`src/hw/rtl/sdrs_pkg.sv`:
```
// Shared types and constants of the stall detect and reverse sequencer.
package sdrs_pkg;

    localparam int TIME_WIDTH_DEF = 32;
    localparam int CFG_IDX_W      = 3;
    localparam int CFG_DATA_W     = 16;
    localparam int SPEED_W        = 16;
    localparam int TIME_IN_W      = 32;

    // Configuration register indexes.
    localparam logic [CFG_IDX_W-1:0] CFG_STALL_SPEED_MAX  = 3'd0;
    localparam logic [CFG_IDX_W-1:0] CFG_STALL_TIME_MS    = 3'd1;
    localparam logic [CFG_IDX_W-1:0] CFG_DEMAND_SPEED_MIN = 3'd2;
    localparam logic [CFG_IDX_W-1:0] CFG_DEMAND_ACCEL_MIN = 3'd3;
    localparam logic [CFG_IDX_W-1:0] CFG_MOTION_SPEED_MIN = 3'd4;
    localparam logic [CFG_IDX_W-1:0] CFG_REVERSE_TIME_MS  = 3'd5;
    localparam logic [CFG_IDX_W-1:0] CFG_SETTLE_TIME_MS   = 3'd6;

    // Reset values of the configuration registers.
    localparam logic [14:0] RST_STALL_SPEED_MAX  = 15'd100;
    localparam logic [15:0] RST_STALL_TIME_MS    = 16'd1000;
    localparam logic [14:0] RST_DEMAND_SPEED_MIN = 15'd1000;
    localparam logic [14:0] RST_DEMAND_ACCEL_MIN = 15'd300;
    localparam logic [14:0] RST_MOTION_SPEED_MIN = 15'd500;
    localparam logic [15:0] RST_REVERSE_TIME_MS  = 16'd4000;
    localparam logic [15:0] RST_SETTLE_TIME_MS   = 16'd500;

    // Command issued during the reverse phase.
    localparam logic signed [SPEED_W-1:0] REV_SPEED = -16'sd1000;
    localparam logic signed [SPEED_W-1:0] REV_ACCEL = 16'sd1000;

    localparam logic GEAR_REVERSE = 1'b0;
    localparam logic GEAR_DRIVE   = 1'b1;

    typedef struct packed {
        logic [14:0] stall_speed_max;
        logic [15:0] stall_time_ms;
        logic [14:0] demand_speed_min;
        logic [14:0] demand_accel_min;
        logic [14:0] motion_speed_min;
        logic [15:0] reverse_time_ms;
        logic [15:0] settle_time_ms;
    } t_cfg;

    typedef struct packed {
        logic                      gear_valid;
        logic                      gear_select;
        logic                      override;
        logic signed [SPEED_W-1:0] out_speed;
        logic signed [SPEED_W-1:0] out_accel;
        logic                      stall_detected;
    } t_result;

endpackage

```
`src/hw/rtl/sdrs_in_if.sv`:
```
// Input channel: one drive command word with timestamp and measured velocity.
interface sdrs_in_if;
    import sdrs_pkg::*;

    logic                      valid;
    logic                      ready;
    logic [TIME_IN_W-1:0]      time_ms;
    logic signed [SPEED_W-1:0] velocity;
    logic signed [SPEED_W-1:0] nominal_speed;
    logic signed [SPEED_W-1:0] nominal_accel;

    modport source (
        output valid, time_ms, velocity, nominal_speed, nominal_accel,
        input  ready
    );

    modport sink (
        input  valid, time_ms, velocity, nominal_speed, nominal_accel,
        output ready
    );

endinterface

```
`src/hw/rtl/sdrs_out_if.sv`:
```
// Output channel: one issued drive command word with gear and status flags.
interface sdrs_out_if;
    import sdrs_pkg::*;

    logic                      valid;
    logic                      ready;
    logic                      gear_valid;
    logic                      gear_select;
    logic                      override;
    logic signed [SPEED_W-1:0] out_speed;
    logic signed [SPEED_W-1:0] out_accel;
    logic                      stall_detected;

    modport source (
        output valid, gear_valid, gear_select, override, out_speed, out_accel,
               stall_detected,
        input  ready
    );

    modport sink (
        input  valid, gear_valid, gear_select, override, out_speed, out_accel,
               stall_detected,
        output ready
    );

endinterface

```
`src/hw/rtl/sdrs_ctrl.sv`:
```
// Stall detection and recovery sequencing state with its per-word decision logic.
module sdrs_ctrl
    import sdrs_pkg::*;
#(
    parameter int TIME_WIDTH = TIME_WIDTH_DEF
) (
    input  logic                      i_clk,
    input  logic                      i_rst_n,
    input  logic                      i_accept,
    input  t_cfg                      i_cfg,
    input  logic [TIME_IN_W-1:0]      i_time_ms,
    input  logic signed [SPEED_W-1:0] i_velocity,
    input  logic signed [SPEED_W-1:0] i_nominal_speed,
    input  logic signed [SPEED_W-1:0] i_nominal_accel,
    output t_result                   o_result
);

    localparam int EW = TIME_WIDTH + 1;

    logic                  r_motion_seen, n_motion_seen;
    logic                  r_stall_timing, n_stall_timing;
    logic                  r_recovering, n_recovering;
    logic [TIME_WIDTH-1:0] r_stall_start, n_stall_start;
    logic [TIME_WIDTH-1:0] r_rec_start, n_rec_start;

    logic [TIME_WIDTH-1:0] now;
    logic [TIME_WIDTH-1:0] rec_elapsed;
    logic [TIME_WIDTH-1:0] stall_elapsed;
    logic [16:0]           rec_total;
    logic                  in_reverse;
    logic                  in_settle;
    logic                  moving;
    logic                  demand;
    logic [SPEED_W-1:0]    abs_vel;
    logic                  stationary;
    logic                  stall_expired;

    assign now           = TIME_WIDTH'(i_time_ms);
    assign rec_elapsed   = now - r_rec_start;
    assign stall_elapsed = now - r_stall_start;
    assign rec_total     = 17'(i_cfg.reverse_time_ms) + 17'(i_cfg.settle_time_ms);
    assign in_reverse    = EW'(rec_elapsed) < EW'(i_cfg.reverse_time_ms);
    assign in_settle     = EW'(rec_elapsed) < EW'(rec_total);
    assign stall_expired = EW'(stall_elapsed) >= EW'(i_cfg.stall_time_ms);

    assign moving = i_velocity >= $signed({1'b0, i_cfg.motion_speed_min});
    assign demand = (i_nominal_speed >= $signed({1'b0, i_cfg.demand_speed_min}))
                 && (i_nominal_accel >= $signed({1'b0, i_cfg.demand_accel_min}));
    // The magnitude of the most negative velocity fits as an unsigned value.
    assign abs_vel    = i_velocity[SPEED_W-1] ? SPEED_W'(-i_velocity) : i_velocity;
    assign stationary = abs_vel <= {1'b0, i_cfg.stall_speed_max};

    always_comb begin
        n_motion_seen  = r_motion_seen;
        n_stall_timing = r_stall_timing;
        n_recovering   = r_recovering;
        n_stall_start  = r_stall_start;
        n_rec_start    = r_rec_start;

        o_result.gear_valid     = 1'b0;
        o_result.gear_select    = GEAR_REVERSE;
        o_result.override       = 1'b0;
        o_result.out_speed      = i_nominal_speed;
        o_result.out_accel      = i_nominal_accel;
        o_result.stall_detected = 1'b0;

        if (r_recovering && in_reverse) begin
            o_result.gear_valid  = 1'b1;
            o_result.gear_select = GEAR_REVERSE;
            o_result.override    = 1'b1;
            o_result.out_speed   = REV_SPEED;
            o_result.out_accel   = REV_ACCEL;
        end else if (r_recovering && in_settle) begin
            o_result.gear_valid  = 1'b1;
            o_result.gear_select = GEAR_DRIVE;
            o_result.override    = 1'b1;
            o_result.out_speed   = '0;
            o_result.out_accel   = '0;
        end else begin
            // Passthrough; the word that ends a recovery also shifts into drive.
            if (r_recovering) begin
                o_result.gear_valid  = 1'b1;
                o_result.gear_select = GEAR_DRIVE;
                n_recovering         = 1'b0;
            end
            if (moving) begin
                n_motion_seen = 1'b1;
            end
            if (!(r_motion_seen || moving) || !demand || !stationary) begin
                n_stall_timing = 1'b0;
            end else if (!r_stall_timing) begin
                n_stall_timing = 1'b1;
                n_stall_start  = now;
            end else if (stall_expired) begin
                n_stall_timing          = 1'b0;
                n_recovering            = 1'b1;
                n_rec_start             = now;
                o_result.stall_detected = 1'b1;
            end
        end
    end

    always_ff @(posedge i_clk) begin
        if (!i_rst_n) begin
            r_motion_seen  <= 1'b0;
            r_stall_timing <= 1'b0;
            r_recovering   <= 1'b0;
            r_stall_start  <= '0;
            r_rec_start    <= '0;
        end else if (i_accept) begin
            r_motion_seen  <= n_motion_seen;
            r_stall_timing <= n_stall_timing;
            r_recovering   <= n_recovering;
            r_stall_start  <= n_stall_start;
            r_rec_start    <= n_rec_start;
        end
    end

`ifndef SYNTHESIS
    a_timing_excl_recovery: assert property (@(posedge i_clk) disable iff (!i_rst_n)
        r_recovering |-> !r_stall_timing)
        else $error("stall timer running during recovery");

    a_armed_by_motion: assert property (@(posedge i_clk) disable iff (!i_rst_n)
        !r_motion_seen |-> (!r_stall_timing && !r_recovering))
        else $error("detection active before motion was seen");

    a_detect_starts_recovery: assert property (@(posedge i_clk) disable iff (!i_rst_n)
        (i_accept && o_result.stall_detected) |=> r_recovering)
        else $error("detected stall did not start a recovery");
`endif

endmodule

```
`src/hw/rtl/stall_detect_reverse_sequencer.sv`:
```
// Top level of the stall detect and reverse sequencer: configuration, channels, output register.
//
// The block watches a stream of drive command words. Each word on i_cmd carries
// a millisecond timestamp, the latest measured velocity and the nominal commanded
// speed and acceleration; each accepted word yields exactly one word on o_cmd.
// Once forward motion has been seen, a vehicle that stays near standstill under
// demand for stall_time_ms latches a recovery: the following words are replaced
// by a reverse command, then by a drive-and-hold command, and the first word
// after the settle time shifts back into drive and passes the nominal command.
// The result of an accepted word is registered and appears on o_cmd in the cycle
// after acceptance; one word is accepted every cycle while the receiver keeps up:
// the decision logic sits between the input port and a single output register.
// If the receiver stalls, the output register holds its word and i_cmd.ready
// drops until the word is taken; a new word is accepted in the same cycle the
// held one leaves. Synchronous reset clears the detection state, empties the
// output register and restores the configuration registers to their defaults.
// Configuration is written through i_cfg_we, i_cfg_idx and i_cfg_data while no
// word is in flight; writes to unknown indexes are ignored.
module stall_detect_reverse_sequencer
    import sdrs_pkg::*;
#(
    parameter int TIME_WIDTH = TIME_WIDTH_DEF
) (
    input  logic                  i_clk,
    input  logic                  i_rst_n,
    input  logic                  i_cfg_we,
    input  logic [CFG_IDX_W-1:0]  i_cfg_idx,
    input  logic [CFG_DATA_W-1:0] i_cfg_data,
    sdrs_in_if.sink               i_cmd,
    sdrs_out_if.source            o_cmd
);

    t_cfg    r_cfg;
    t_result ctrl_result;
    t_result r_out;
    logic    r_out_valid;
    logic    accept;

    // The output register can take a new word when empty or when its word leaves now.
    assign i_cmd.ready = !r_out_valid || o_cmd.ready;
    assign accept      = i_cmd.valid && i_cmd.ready;

    always_ff @(posedge i_clk) begin
        if (!i_rst_n) begin
            r_cfg.stall_speed_max  <= RST_STALL_SPEED_MAX;
            r_cfg.stall_time_ms    <= RST_STALL_TIME_MS;
            r_cfg.demand_speed_min <= RST_DEMAND_SPEED_MIN;
            r_cfg.demand_accel_min <= RST_DEMAND_ACCEL_MIN;
            r_cfg.motion_speed_min <= RST_MOTION_SPEED_MIN;
            r_cfg.reverse_time_ms  <= RST_REVERSE_TIME_MS;
            r_cfg.settle_time_ms   <= RST_SETTLE_TIME_MS;
        end else if (i_cfg_we) begin
            unique case (i_cfg_idx)
                CFG_STALL_SPEED_MAX:  r_cfg.stall_speed_max  <= i_cfg_data[14:0];
                CFG_STALL_TIME_MS:    r_cfg.stall_time_ms    <= i_cfg_data;
                CFG_DEMAND_SPEED_MIN: r_cfg.demand_speed_min <= i_cfg_data[14:0];
                CFG_DEMAND_ACCEL_MIN: r_cfg.demand_accel_min <= i_cfg_data[14:0];
                CFG_MOTION_SPEED_MIN: r_cfg.motion_speed_min <= i_cfg_data[14:0];
                CFG_REVERSE_TIME_MS:  r_cfg.reverse_time_ms  <= i_cfg_data;
                CFG_SETTLE_TIME_MS:   r_cfg.settle_time_ms   <= i_cfg_data;
                default: begin
                end
            endcase
        end
    end

    sdrs_ctrl #(
        .TIME_WIDTH (TIME_WIDTH)
    ) u_ctrl (
        .i_clk           (i_clk),
        .i_rst_n         (i_rst_n),
        .i_accept        (accept),
        .i_cfg           (r_cfg),
        .i_time_ms       (i_cmd.time_ms),
        .i_velocity      (i_cmd.velocity),
        .i_nominal_speed (i_cmd.nominal_speed),
        .i_nominal_accel (i_cmd.nominal_accel),
        .o_result        (ctrl_result)
    );

    always_ff @(posedge i_clk) begin
        if (!i_rst_n) begin
            r_out_valid <= 1'b0;
        end else if (accept) begin
            r_out_valid <= 1'b1;
        end else if (o_cmd.ready) begin
            r_out_valid <= 1'b0;
        end
    end

    // Payload needs no reset; it is only looked at while the valid flag is set.
    always_ff @(posedge i_clk) begin
        if (accept) begin
            r_out <= ctrl_result;
        end
    end

    assign o_cmd.valid          = r_out_valid;
    assign o_cmd.gear_valid     = r_out.gear_valid;
    assign o_cmd.gear_select    = r_out.gear_select;
    assign o_cmd.override       = r_out.override;
    assign o_cmd.out_speed      = r_out.out_speed;
    assign o_cmd.out_accel      = r_out.out_accel;
    assign o_cmd.stall_detected = r_out.stall_detected;

`ifndef SYNTHESIS
    a_override_has_gear: assert property (@(posedge i_clk) disable iff (!i_rst_n)
        (r_out_valid && r_out.override) |-> (r_out.gear_valid && !r_out.stall_detected))
        else $error("override word without gear command or with a detection flag");

    a_held_word_blocks_input: assert property (@(posedge i_clk) disable iff (!i_rst_n)
        (r_out_valid && !o_cmd.ready) |-> !i_cmd.ready)
        else $error("input accepted while the output word is stalled");

    a_accept_fills_output: assert property (@(posedge i_clk) disable iff (!i_rst_n)
        accept |=> r_out_valid)
        else $error("accepted word did not reach the output register");
`endif

endmodule

```
`src/flat_wrapper.sv`:
```
// flat-port wrapper written by rule: the top's interface ports become plain ports
module stall_detect_reverse_sequencer_flat import sdrs_pkg::*;
#(
    parameter int TIME_WIDTH = TIME_WIDTH_DEF
)
  (i_clk, i_rst_n, i_cfg_we, i_cfg_idx, i_cfg_data, i_cmd_valid, i_cmd_time_ms, i_cmd_velocity, i_cmd_nominal_speed, i_cmd_nominal_accel, i_cmd_ready, o_cmd_valid, o_cmd_gear_valid, o_cmd_gear_select, o_cmd_override, o_cmd_out_speed, o_cmd_out_accel, o_cmd_stall_detected, o_cmd_ready);
  sdrs_in_if i_cmd_i ();
  sdrs_out_if o_cmd_i ();
  input  logic i_clk;
  input  logic i_rst_n;
  input  logic i_cfg_we;
  input  logic [CFG_IDX_W-1:0] i_cfg_idx;
  input  logic [CFG_DATA_W-1:0] i_cfg_data;
  input wire logic [$bits(i_cmd_i.valid)-1:0] i_cmd_valid;
  input wire logic [$bits(i_cmd_i.time_ms)-1:0] i_cmd_time_ms;
  input wire logic [$bits(i_cmd_i.velocity)-1:0] i_cmd_velocity;
  input wire logic [$bits(i_cmd_i.nominal_speed)-1:0] i_cmd_nominal_speed;
  input wire logic [$bits(i_cmd_i.nominal_accel)-1:0] i_cmd_nominal_accel;
  output wire logic [$bits(i_cmd_i.ready)-1:0] i_cmd_ready;
  output wire logic [$bits(o_cmd_i.valid)-1:0] o_cmd_valid;
  output wire logic [$bits(o_cmd_i.gear_valid)-1:0] o_cmd_gear_valid;
  output wire logic [$bits(o_cmd_i.gear_select)-1:0] o_cmd_gear_select;
  output wire logic [$bits(o_cmd_i.override)-1:0] o_cmd_override;
  output wire logic [$bits(o_cmd_i.out_speed)-1:0] o_cmd_out_speed;
  output wire logic [$bits(o_cmd_i.out_accel)-1:0] o_cmd_out_accel;
  output wire logic [$bits(o_cmd_i.stall_detected)-1:0] o_cmd_stall_detected;
  input wire logic [$bits(o_cmd_i.ready)-1:0] o_cmd_ready;
  assign i_cmd_i.valid = i_cmd_valid;
  assign i_cmd_i.time_ms = i_cmd_time_ms;
  assign i_cmd_i.velocity = i_cmd_velocity;
  assign i_cmd_i.nominal_speed = i_cmd_nominal_speed;
  assign i_cmd_i.nominal_accel = i_cmd_nominal_accel;
  assign i_cmd_ready = i_cmd_i.ready;
  assign o_cmd_valid = o_cmd_i.valid;
  assign o_cmd_gear_valid = o_cmd_i.gear_valid;
  assign o_cmd_gear_select = o_cmd_i.gear_select;
  assign o_cmd_override = o_cmd_i.override;
  assign o_cmd_out_speed = o_cmd_i.out_speed;
  assign o_cmd_out_accel = o_cmd_i.out_accel;
  assign o_cmd_stall_detected = o_cmd_i.stall_detected;
  assign o_cmd_i.ready = o_cmd_ready;
  stall_detect_reverse_sequencer #(.TIME_WIDTH(TIME_WIDTH)) u_core (.i_clk(i_clk), .i_rst_n(i_rst_n), .i_cfg_we(i_cfg_we), .i_cfg_idx(i_cfg_idx), .i_cfg_data(i_cfg_data), .i_cmd(i_cmd_i), .o_cmd(o_cmd_i));
endmodule
```
`config.mk`:
```
export PLATFORM = sky130hd
export DESIGN_NAME = stall_detect_reverse_sequencer_flat
export DESIGN_NICKNAME = d
export VERILOG_FILES = /design/src/hw/rtl/sdrs_pkg.sv /design/src/hw/rtl/sdrs_in_if.sv /design/src/hw/rtl/sdrs_out_if.sv /design/src/hw/rtl/sdrs_ctrl.sv /design/src/hw/rtl/stall_detect_reverse_sequencer.sv /design/src/flat_wrapper.sv
export SDC_FILE = /design/constraint.sdc
export NUM_CORES = 1
export LEC_CHECK = 0
export ABC_CLOCK_PERIOD_IN_PS = 14000
export BUFFER_PORTS_ARGS = -buffer_cell sky130_fd_sc_hd__buf_2
export CORE_MARGIN = 5
export CORE_UTILIZATION = 30
export DETAILED_ROUTE_END_ITERATION = 12
export GPL_ROUTABILITY_DRIVEN = 0
export SYNTH_ARGS = -nofsm -noshare
export SYNTH_HDL_FRONTEND = slang
export SYNTH_SLANG_ARGS = --single-unit
```
`constraint.sdc`:
```
create_clock -name i_clk -period 14 [get_ports i_clk]
set_input_delay 2.8 -clock i_clk [delete_from_list [all_inputs] [get_ports i_clk]]
set_output_delay 2.8 -clock i_clk [all_outputs]
set_load 0.05 [all_outputs]
```
==> reports/metrics.yaml, run 1 <==
hold_viol: 0
grt_max_degree: 142
seq_area_frac_synth_pct: 30.1
synth_area_mm2: 0.0153
dieArea_mm2: 0.0556
synth_largest_area_cell: "dfxtp_1"
cts_sinks: 212
p_leak_nw: 7.12
holdBufCountCts: 0
netlist.area_leader.share_pct: 23.0
synth_compound_area_share_pct: 20.8
total_power_mw: 1.65
power_switching_mw: 0.496
p_sw_share_pct: 30.1
htreeDepth: 1
cp_max_fo: 32
vdd_drop_max_mv: 0.0609
end_kind: "register"
final.min_clock_period_ps: 7970
fmax_mhz: 125
synth_top_family_by_area: "compound AO/OA/AOI/OAI gates"
postCtsSetupRepairBufs: 0
tightest_slew_ps: 1160
wl_mm: 46.1
fin_util_pct: 34.7
crit_chain: "buf_2 > inv_1 > ha_1 > fa_1 > nand2b_1 > a21o_1 > a21oi_1 > a21o_1 > a21oi_1 > xnor2_1 > ha_1 > a2111oi_0 > o21ai_0 > o21a_1 > or4_1 > a41oi_1 > o21a_1 > o31ai_1 > nor2_1 > nand4_1 > nand4b_1 > buf_4 > mux2i_1"
die_x_um: 236
powerDensity_mw_per_mm2: 94.6
die_y_um: 236
seqPwrFrac_pct: 38.9
vias: 13700
comb_power_share_pct: 19.9
p_int_mw: 1.15
synth_most_common_cell: "nand2_1"
synth_commonest_cells: "nand2_1 (356), ha_1 (185), inv_1 (177), dfxtp_1 (176), a21oi_1 (108)"
fillCellCount: 5248
drc: 0
area_growth_pct: 13.8
hpwl_mm: 35.5
crit_slowest_cell: "nand4_1"
layout.nets: 2277
grt_pass1_vias: 13500
port_buffers: 141
crit_arrival_ps: 8450
crit_required_ps: 14480
skew_ps: 9.99
core-area_mm2: 0.0503
synth_flop_cell: "dfxtp_1"
maxCapViolCount: 0
insertion_delay_ps: 560
drt_iter0_drc: 963
setup_violations: 0
status: "finished, final reports clean"
fin_crit_sh_pct: 56.9
synthCells: 1888
std_cell_rows: 82
multi_input_area_mm2: 0.00968
clk_pin_slew_ps: 60
timing.setup.tns_ps: 0
antenna_found_initial: 4
firstDrtPassIters: 5
clock_power_share_pct: 41.2
track_usage_pct: 15.8
start_util_pct: 30.4
max-slew-margin-rel_pct: 22.4
avgSynthCellArea_um2: 8.11
muxShareOfSynthArea_pct: 4.58
cts_tree: "built"
clockBufferDepth: 3
slew_viol_final: 0
drive_gt1_share_pct: 10.3
ys_ff_latch: 212
path_class: "primary input to register"
viasPerCell: 5.12
ios: 142
grt_first_pass_wirelength_mm: 72.8
cts_made_buffers: 25
drt-wirelength-per-cell_um: 17.2
cp-start-kind: "primary input"
synthAdderAreaFrac_pct: 15.6
cts_resized: 0
rsz0062_at_grt: "false"
cts-root-buf: "clkbuf_16"
synth_cell_types: 74
ant_nets: 0
synthesis.nets: 2180
grt_overflow: 0
register_area_mm2: 0.00460
max_stage_delay_ps: 630
async_reset_ff_share_pct: 0
min_path_type: "register to register"
synth.area.top_cells: "dfxtp_1 (23%), ha_1 (15%), nand2_1 (8.7%)"
synth_xor_area_share_pct: 3.72
synth_simple_gate_area_share_pct: 18.5
synth-edff-count: 36
yosys_warnings: 0
## final timing paths
kind	from	to	slack (ps)	cells after the start
max	i_cmd_time_ms[0]	u_core.u_ctrl.r_stall_start[4]$_SDFFE_PN0P_	6030	23
min	u_core.u_ctrl.r_rec_start[14]$_SDFFE_PN0P_	u_core.u_ctrl.r_rec_start[14]$_SDFFE_PN0P_	460	2
max reg2reg	u_core.r_cfg[1]$_SDFFE_PN0P_	u_core.u_ctrl.r_stall_start[4]$_SDFFE_PN0P_	7850	24
min reg2reg	u_core.u_ctrl.r_rec_start[14]$_SDFFE_PN0P_	u_core.u_ctrl.r_rec_start[14]$_SDFFE_PN0P_	460	2
## sequential cells by signal (all words and copies together), names as in the netlist
signal                        cells
u_core.u_ctrl.r_recovering        1
u_core.o_cmd.gear_select          1
u_core.o_cmd.valid                1
u_core.r_cfg                    108
u_core.u_ctrl.r_stall_timing      1
u_core.o_cmd.gear_valid           1
u_core.u_ctrl.r_motion_seen       1
u_core.o_cmd.out_accel           16
u_core.o_cmd.stall_detected       1
u_core.o_cmd.out_speed           16
u_core.u_ctrl.r_stall_start      32
u_core.u_ctrl.r_rec_start        32
u_core.o_cmd.override             1
## layout make-up
class / instances / area share [%]
antenna: 4 / 0.0575
multi-input combinational: 1420 / 55.5
clock buffer: 32 / 4.03
timing repair buffer: 149 / 4.43
sequential: 212 / 26.4
tap: 672 / 4.83
clock inverter: 14 / 0.869
inverter: 177 / 3.81
## routing by layer
layer	global-route usage [%]	part of all wire, %	up-vias
met4	4.96	2.9	0
met1	20.9	45	6459
li1	-	-	6811
met3	2.34	5.3	82
met2	26.8	47	365
met5	0	0	-
## cell families (layout without fill, tap and decap cells)
family                   after synthesis  after routing
AND/OR/NAND/NOR                      624            624
AO/OA/AOI/OAI                        472            472
buffers and inverters                256            372
flip-flops                           212            212
adder cells (fa/ha/maj)              189            189
multiplexers                          70             70
XOR/XNOR                              65             65
other                                  0              4
## placed cells by master (no fill, tap or decap), types with 59 or more instances in the layout
cell | Yosys | layout
a21o_1 | 59 | 59
dfxtp_1 | 176 | 176
o21ai_0 | 61 | 61
ha_1 | 185 | 185
nor2_1 | 67 | 66
a21boi_0 | 74 | 74
inv_1 | 177 | 177
buf_2 | 3 | 140
mux2i_1 | 70 | 70
nand2_1 | 356 | 356
a21oi_1 | 108 | 108
## power groups by stage
stage / clock, mW / combinational, mW / sequential (mW)
after floorplan: 0 / 0.202 / 0.675
after global placement: 0 / 0.317 / 0.654
after detailed placement: 0 / 0.325 / 0.655
after CTS: 0.698 / 0.327 / 0.641
after global routing: 0.723 / 0.364 / 0.643
final: 0.679 / 0.328 / 0.641
## worst max-delay path: cells and delay by family
kind	cells	cell delay (ps)
fa+ha+maj	3	830
buf+inv	3	760
mux	1	260
compound gates	10	1860
simple gates	5	1740
xor+xnor	1	170
## per-stage QoR
| step | hold WS, ps | setup WS, ps | cell area [um^2] | instances |
|---|---|---|---|---|
| after floorplan | 426 | 6830 | 15300 | 1888 |
| after global placement | 438 | 5440 | 16600 | 2630 |
| after detailed placement | 447 | 5420 | 16600 | 2630 |
| after CTS | 461 | 6000 | 17400 | 2676 |
| after global routing | 482 | 5490 | 17400 | 2680 |
| final | 457 | 6030 | 17400 | 2680 |
No activity file was read; power rests on OpenSTA's default activity.
==> run 2, diff against run 1 <==
--- a/config.mk
+++ b/config.mk
@@ -5,7 +5,8 @@
 export SDC_FILE = /design/constraint.sdc
 export NUM_CORES = 1
 export LEC_CHECK = 0
-export ABC_CLOCK_PERIOD_IN_PS = 14000
+export ABC_AREA = 1
+export ABC_CLOCK_PERIOD_IN_PS = 6700
 export BUFFER_PORTS_ARGS = -buffer_cell sky130_fd_sc_hd__buf_2
 export CORE_MARGIN = 5
 export CORE_UTILIZATION = 30
==> constraint.sdc (replaced) <==
create_clock -name i_clk -period 6.7 [get_ports i_clk]
set_input_delay 1.34 -clock i_clk [delete_from_list [all_inputs] [get_ports i_clk]]
set_output_delay 1.34 -clock i_clk [all_outputs]
set_load 0.05 [all_outputs]
==> run 2 against run 1 <==
Setup slack worse by 4400 ps. Critical path depth unchanged. Register-to-register slack worse by 6200 ps. Non-clock buffer count is 3 higher. Synthesized area rose by 8.7%. Critical path type unchanged.
==> reports/metrics.yaml, run 2 <==
clockBufferDepth: 3  # unchanged
status: "finished, final reports clean"  # unchanged
fmax_mhz: 198
end_kind: "register"  # unchanged
ys_ff_latch: 212  # unchanged
async_reset_ff_share_pct: 0  # unchanged
fin_util_pct: 34.4  # was 34.7%
cts-root-buf: "clkbuf_16"  # unchanged
std_cell_rows: 86  # was 82
antenna_found_initial: 7  # was 4
synthAdderAreaFrac_pct: 14.3  # was 15.6%
fillCellCount: 6013  # was 5248
ios: 142  # unchanged
hold_ws_ps: 458  # was 457 ps
clock_power_share_pct: 39.6  # was 41.2%
ant_nets: 0  # unchanged
crit_required_ps: 7140  # was 14480 ps
drt-wirelength-per-cell_um: 14.1  # was 17.2 um
final_cell_mix: "nand2_1 (698), inv_1 (446), nor2_1 (340)"  # was nand2_1 (356), ha_1 (185), inv_1 (177)
insertion_delay_ps: 560  # about the same
comb_power_share_pct: 22.6  # was 19.9%
powerDensity_mw_per_mm2: 188  # was 94.6 mW/mm^2
firstDrtPassIters: 5  # unchanged
p_sw_share_pct: 32.1  # was 30.1%
path_class: "primary input to register"  # unchanged
power_switching_mw: 1.15  # was 0.496 mW
vias: 15600  # was 13700
cts_sinks: 212  # unchanged
grt_pass1_vias: 14600  # was 13500
hold_viol: 0  # unchanged
grt_overflow: 0  # unchanged
tightest_slew_ps: 1010  # was 1160 ps
synth_flop_cell: "dfxtp_1"  # unchanged
cp_max_fo: 64  # was 32
drc: 0  # unchanged
p_int_mw: 2.42  # was 1.15 mW
die_x_um: 245  # was 236 um
area_growth_pct: 13.9  # was 13.8%
final.min_clock_period_ps: 5050
top_regs: "u_core.r_cfg x108, u_core.u_ctrl.r_rec_start x32, u_core.u_ctrl.r_stall_start x32"  # unchanged
viasPerCell: 4.52  # was 5.12
top_register: "u_core.r_cfg"  # unchanged
final_common_cell: "nand2_1"  # unchanged
rsz0062_at_grt: "false"  # unchanged
multi_input_area_mm2: 0.0100  # was 0.00968 mm^2
holdBufCountCts: 0  # unchanged
crit_arrival_ps: 5490  # was 8450 ps
synth_xor_area_share_pct: 3.11  # was 3.72%
largest_register_ffs: 108  # unchanged
max-slew-margin-rel_pct: 32.3  # was 22.4%
synth_cell_types: 48  # was 74
setup_violations: 0  # unchanged
timing.setup.tns_ps: 0  # unchanged
synth_top_family_by_area: "simple AND/OR/NAND/NOR gates"  # was compound AO/OA/AOI/OAI gates
min_path_type: "register to register"  # unchanged
fin_crit_sh_pct: 75.4
synth_largest_area_cell: "dfxtp_1"  # unchanged
grt_max_degree: 91  # was 142
avgSynthCellArea_um2: 6.49  # was 8.11 um^2
layout.nets: 2977  # was 2277
slew_viol_final: 0  # unchanged
core-area_mm2: 0.0550  # was 0.0503 mm^2
synth_most_common_cell: "nand2_1"  # unchanged
seqPwrFrac_pct: 37.8  # was 38.9%
synth_area_mm2: 0.0166  # was 0.0153 mm^2
synth-edff-count: 36  # unchanged
start_util_pct: 30.2  # was 30.4%
synth_simple_gate_area_share_pct: 31.6  # was 18.5%
port_buffers: 141  # unchanged
htreeDepth: 1  # unchanged
p_leak_nw: 9.59  # was 7.12 nW
netlist.area_leader.share_pct: 21.2  # was 23.0%
synth_commonest_cells: "nand2_1 (698), inv_1 (446), nor2_1 (340), ha_1 (185), dfxtp_1 (176)"  # was nand2_1 (356), ha_1 (185), inv_1 (177), dfxtp_1 (176), a21oi_1 (108)
cts_resized: 0  # unchanged
clk_pin_slew_ps: 60  # about the same
drive_gt1_share_pct: 9.80  # was 10.3%
total_power_mw: 3.57  # was 1.65 mW
die_y_um: 245  # was 236 um
hpwl_mm: 38.7  # was 35.5 mm
vdd_drop_max_mv: 0.184  # was 0.0609 mV
grt_first_pass_wirelength_mm: 78.1  # was 72.8 mm
cp-start-kind: "primary input"  # unchanged
seq_area_frac_synth_pct: 27.7  # was 30.1%
skew_ps: 18.1  # was 9.99 ps
dieArea_mm2: 0.0602  # was 0.0556 mm^2
synthCells: 2561  # was 1888
track_usage_pct: 15.9  # was 15.8%
maxCapViolCount: 0  # unchanged
wl_mm: 48.7  # was 46.1 mm
synth.area.top_cells: "dfxtp_1 (21%), nand2_1 (16%), ha_1 (14%)"  # was dfxtp_1 (23%), ha_1 (15%), nand2_1 (8.7%)
yosys_warnings: 0  # unchanged
cts_made_buffers: 26  # was 25
synth_compound_area_share_pct: 11.2  # was 20.8%
drt_iter0_drc: 967  # was 963
muxShareOfSynthArea_pct: 0  # was 4.58%
cts_tree: "built"  # unchanged
register_area_mm2: 0.00460  # unchanged
postCtsSetupRepairBufs: 0  # unchanged
synthesis.nets: 2853  # was 2180
[run 2: changes by cell type after synthesis, moves of 49 or more]
| cell | change |
|---|---|
| nor2_1 | +273 |
| a21oi_1 | +51 |
| a21boi_0 | -73 |
| nand3_1 | +49 |
| inv_1 | +269 |
| a21o_1 | -54 |
| nand2_1 | +342 |
| mux2i_1 | -70 |
[run 2: layout make-up]
cell class	count	area share, %
diodes	7	0.0925
clock inverters	10	0.502
well taps	748	4.94
clock buffers	38	3.96
flip-flops and latches	212	24.3
inverters	462	9.16
repair buffers	152	4.17
multi-input cells	1831	52.9
[run 2: logic make-up (layout without fill, tap and decap cells)]
| family | Yosys count | in the layout |
|---|---|---|
| flip-flops | 212 | 212 |
| XOR/XNOR | 59 | 59 |
| AO/OA/AOI/OAI | 338 | 338 |
| buffers and inverters | 518 | 662 |
| other | 0 | 7 |
| adder cells (fa/ha/maj) | 188 | 188 |
| AND/OR/NAND/NOR | 1246 | 1246 |
[run 2: worst paths after layout]
kind / slack [ps] / to / startpoint / cells after the start
setup / recovery: 1650 / u_core.u_ctrl.r_stall_start[8]$_SDFFE_PN0P_ / i_cmd_time_ms[0] / 23
hold reg to reg: 460 / u_core.r_cfg[51]$_SDFFE_PN0P_ / u_core.r_cfg[51]$_SDFFE_PN0P_ / 2
hold / removal: 460 / u_core.r_cfg[51]$_SDFFE_PN0P_ / u_core.r_cfg[51]$_SDFFE_PN0P_ / 2
setup reg to reg: 1680 / u_core.u_ctrl.r_rec_start[30]$_SDFFE_PN0P_ / u_core.r_cfg[2]$_SDFFE_PN1P_ / 26
[run 2: through the flow]
stage	instance area, um^2	worst slack, ps	cells
after global placement	18100	1080	3405
final	18900	1650	3460
after floorplan	16600	2490	2561
after global routing	18900	1090	3454
after detailed placement	18100	1080	3405
after CTS	18900	1660	3453
[run 2: power by group through the flow]
stage          sequential [mW]  clock, mW  combinational (mW)
3_5_place_dp              1.38          0               0.802
3_3_place_gp              1.38          0               0.799
5_1_grt                   1.35       1.50               0.923
4_1_cts                   1.35       1.45               0.807
2_1_floorplan             1.42          0               0.523
6_report                  1.35       1.41               0.808
[run 2: worst max-delay path: stages]
cell       delay, ps
buf_2            100
inv_1             80
ha_1             250
fa_1             430
inv_1            110
nand2_1           60
nand2_1           70
nand3_1           90
nand2_2          120
nand2_1           60
nand2_1          120
xor2_1           310
ha_1             220
a21oi_1           60
o2111ai_1        180
nor2_1            80
nand4_1           80
nor2_1            80
nand3_4           90
buf_4            270
nand4_4          730
nor2_1           460
nor2_1            80
[run 2: per-layer routing]
metal,global-route usage [%],up-vias,part of all wire (%)
met5,0,-,0.027
met4,2.74,2,1.9
met3,2.96,57,7.0
met2,25.3,376,41
met1,22.7,6883,50
li1,-,8324,-
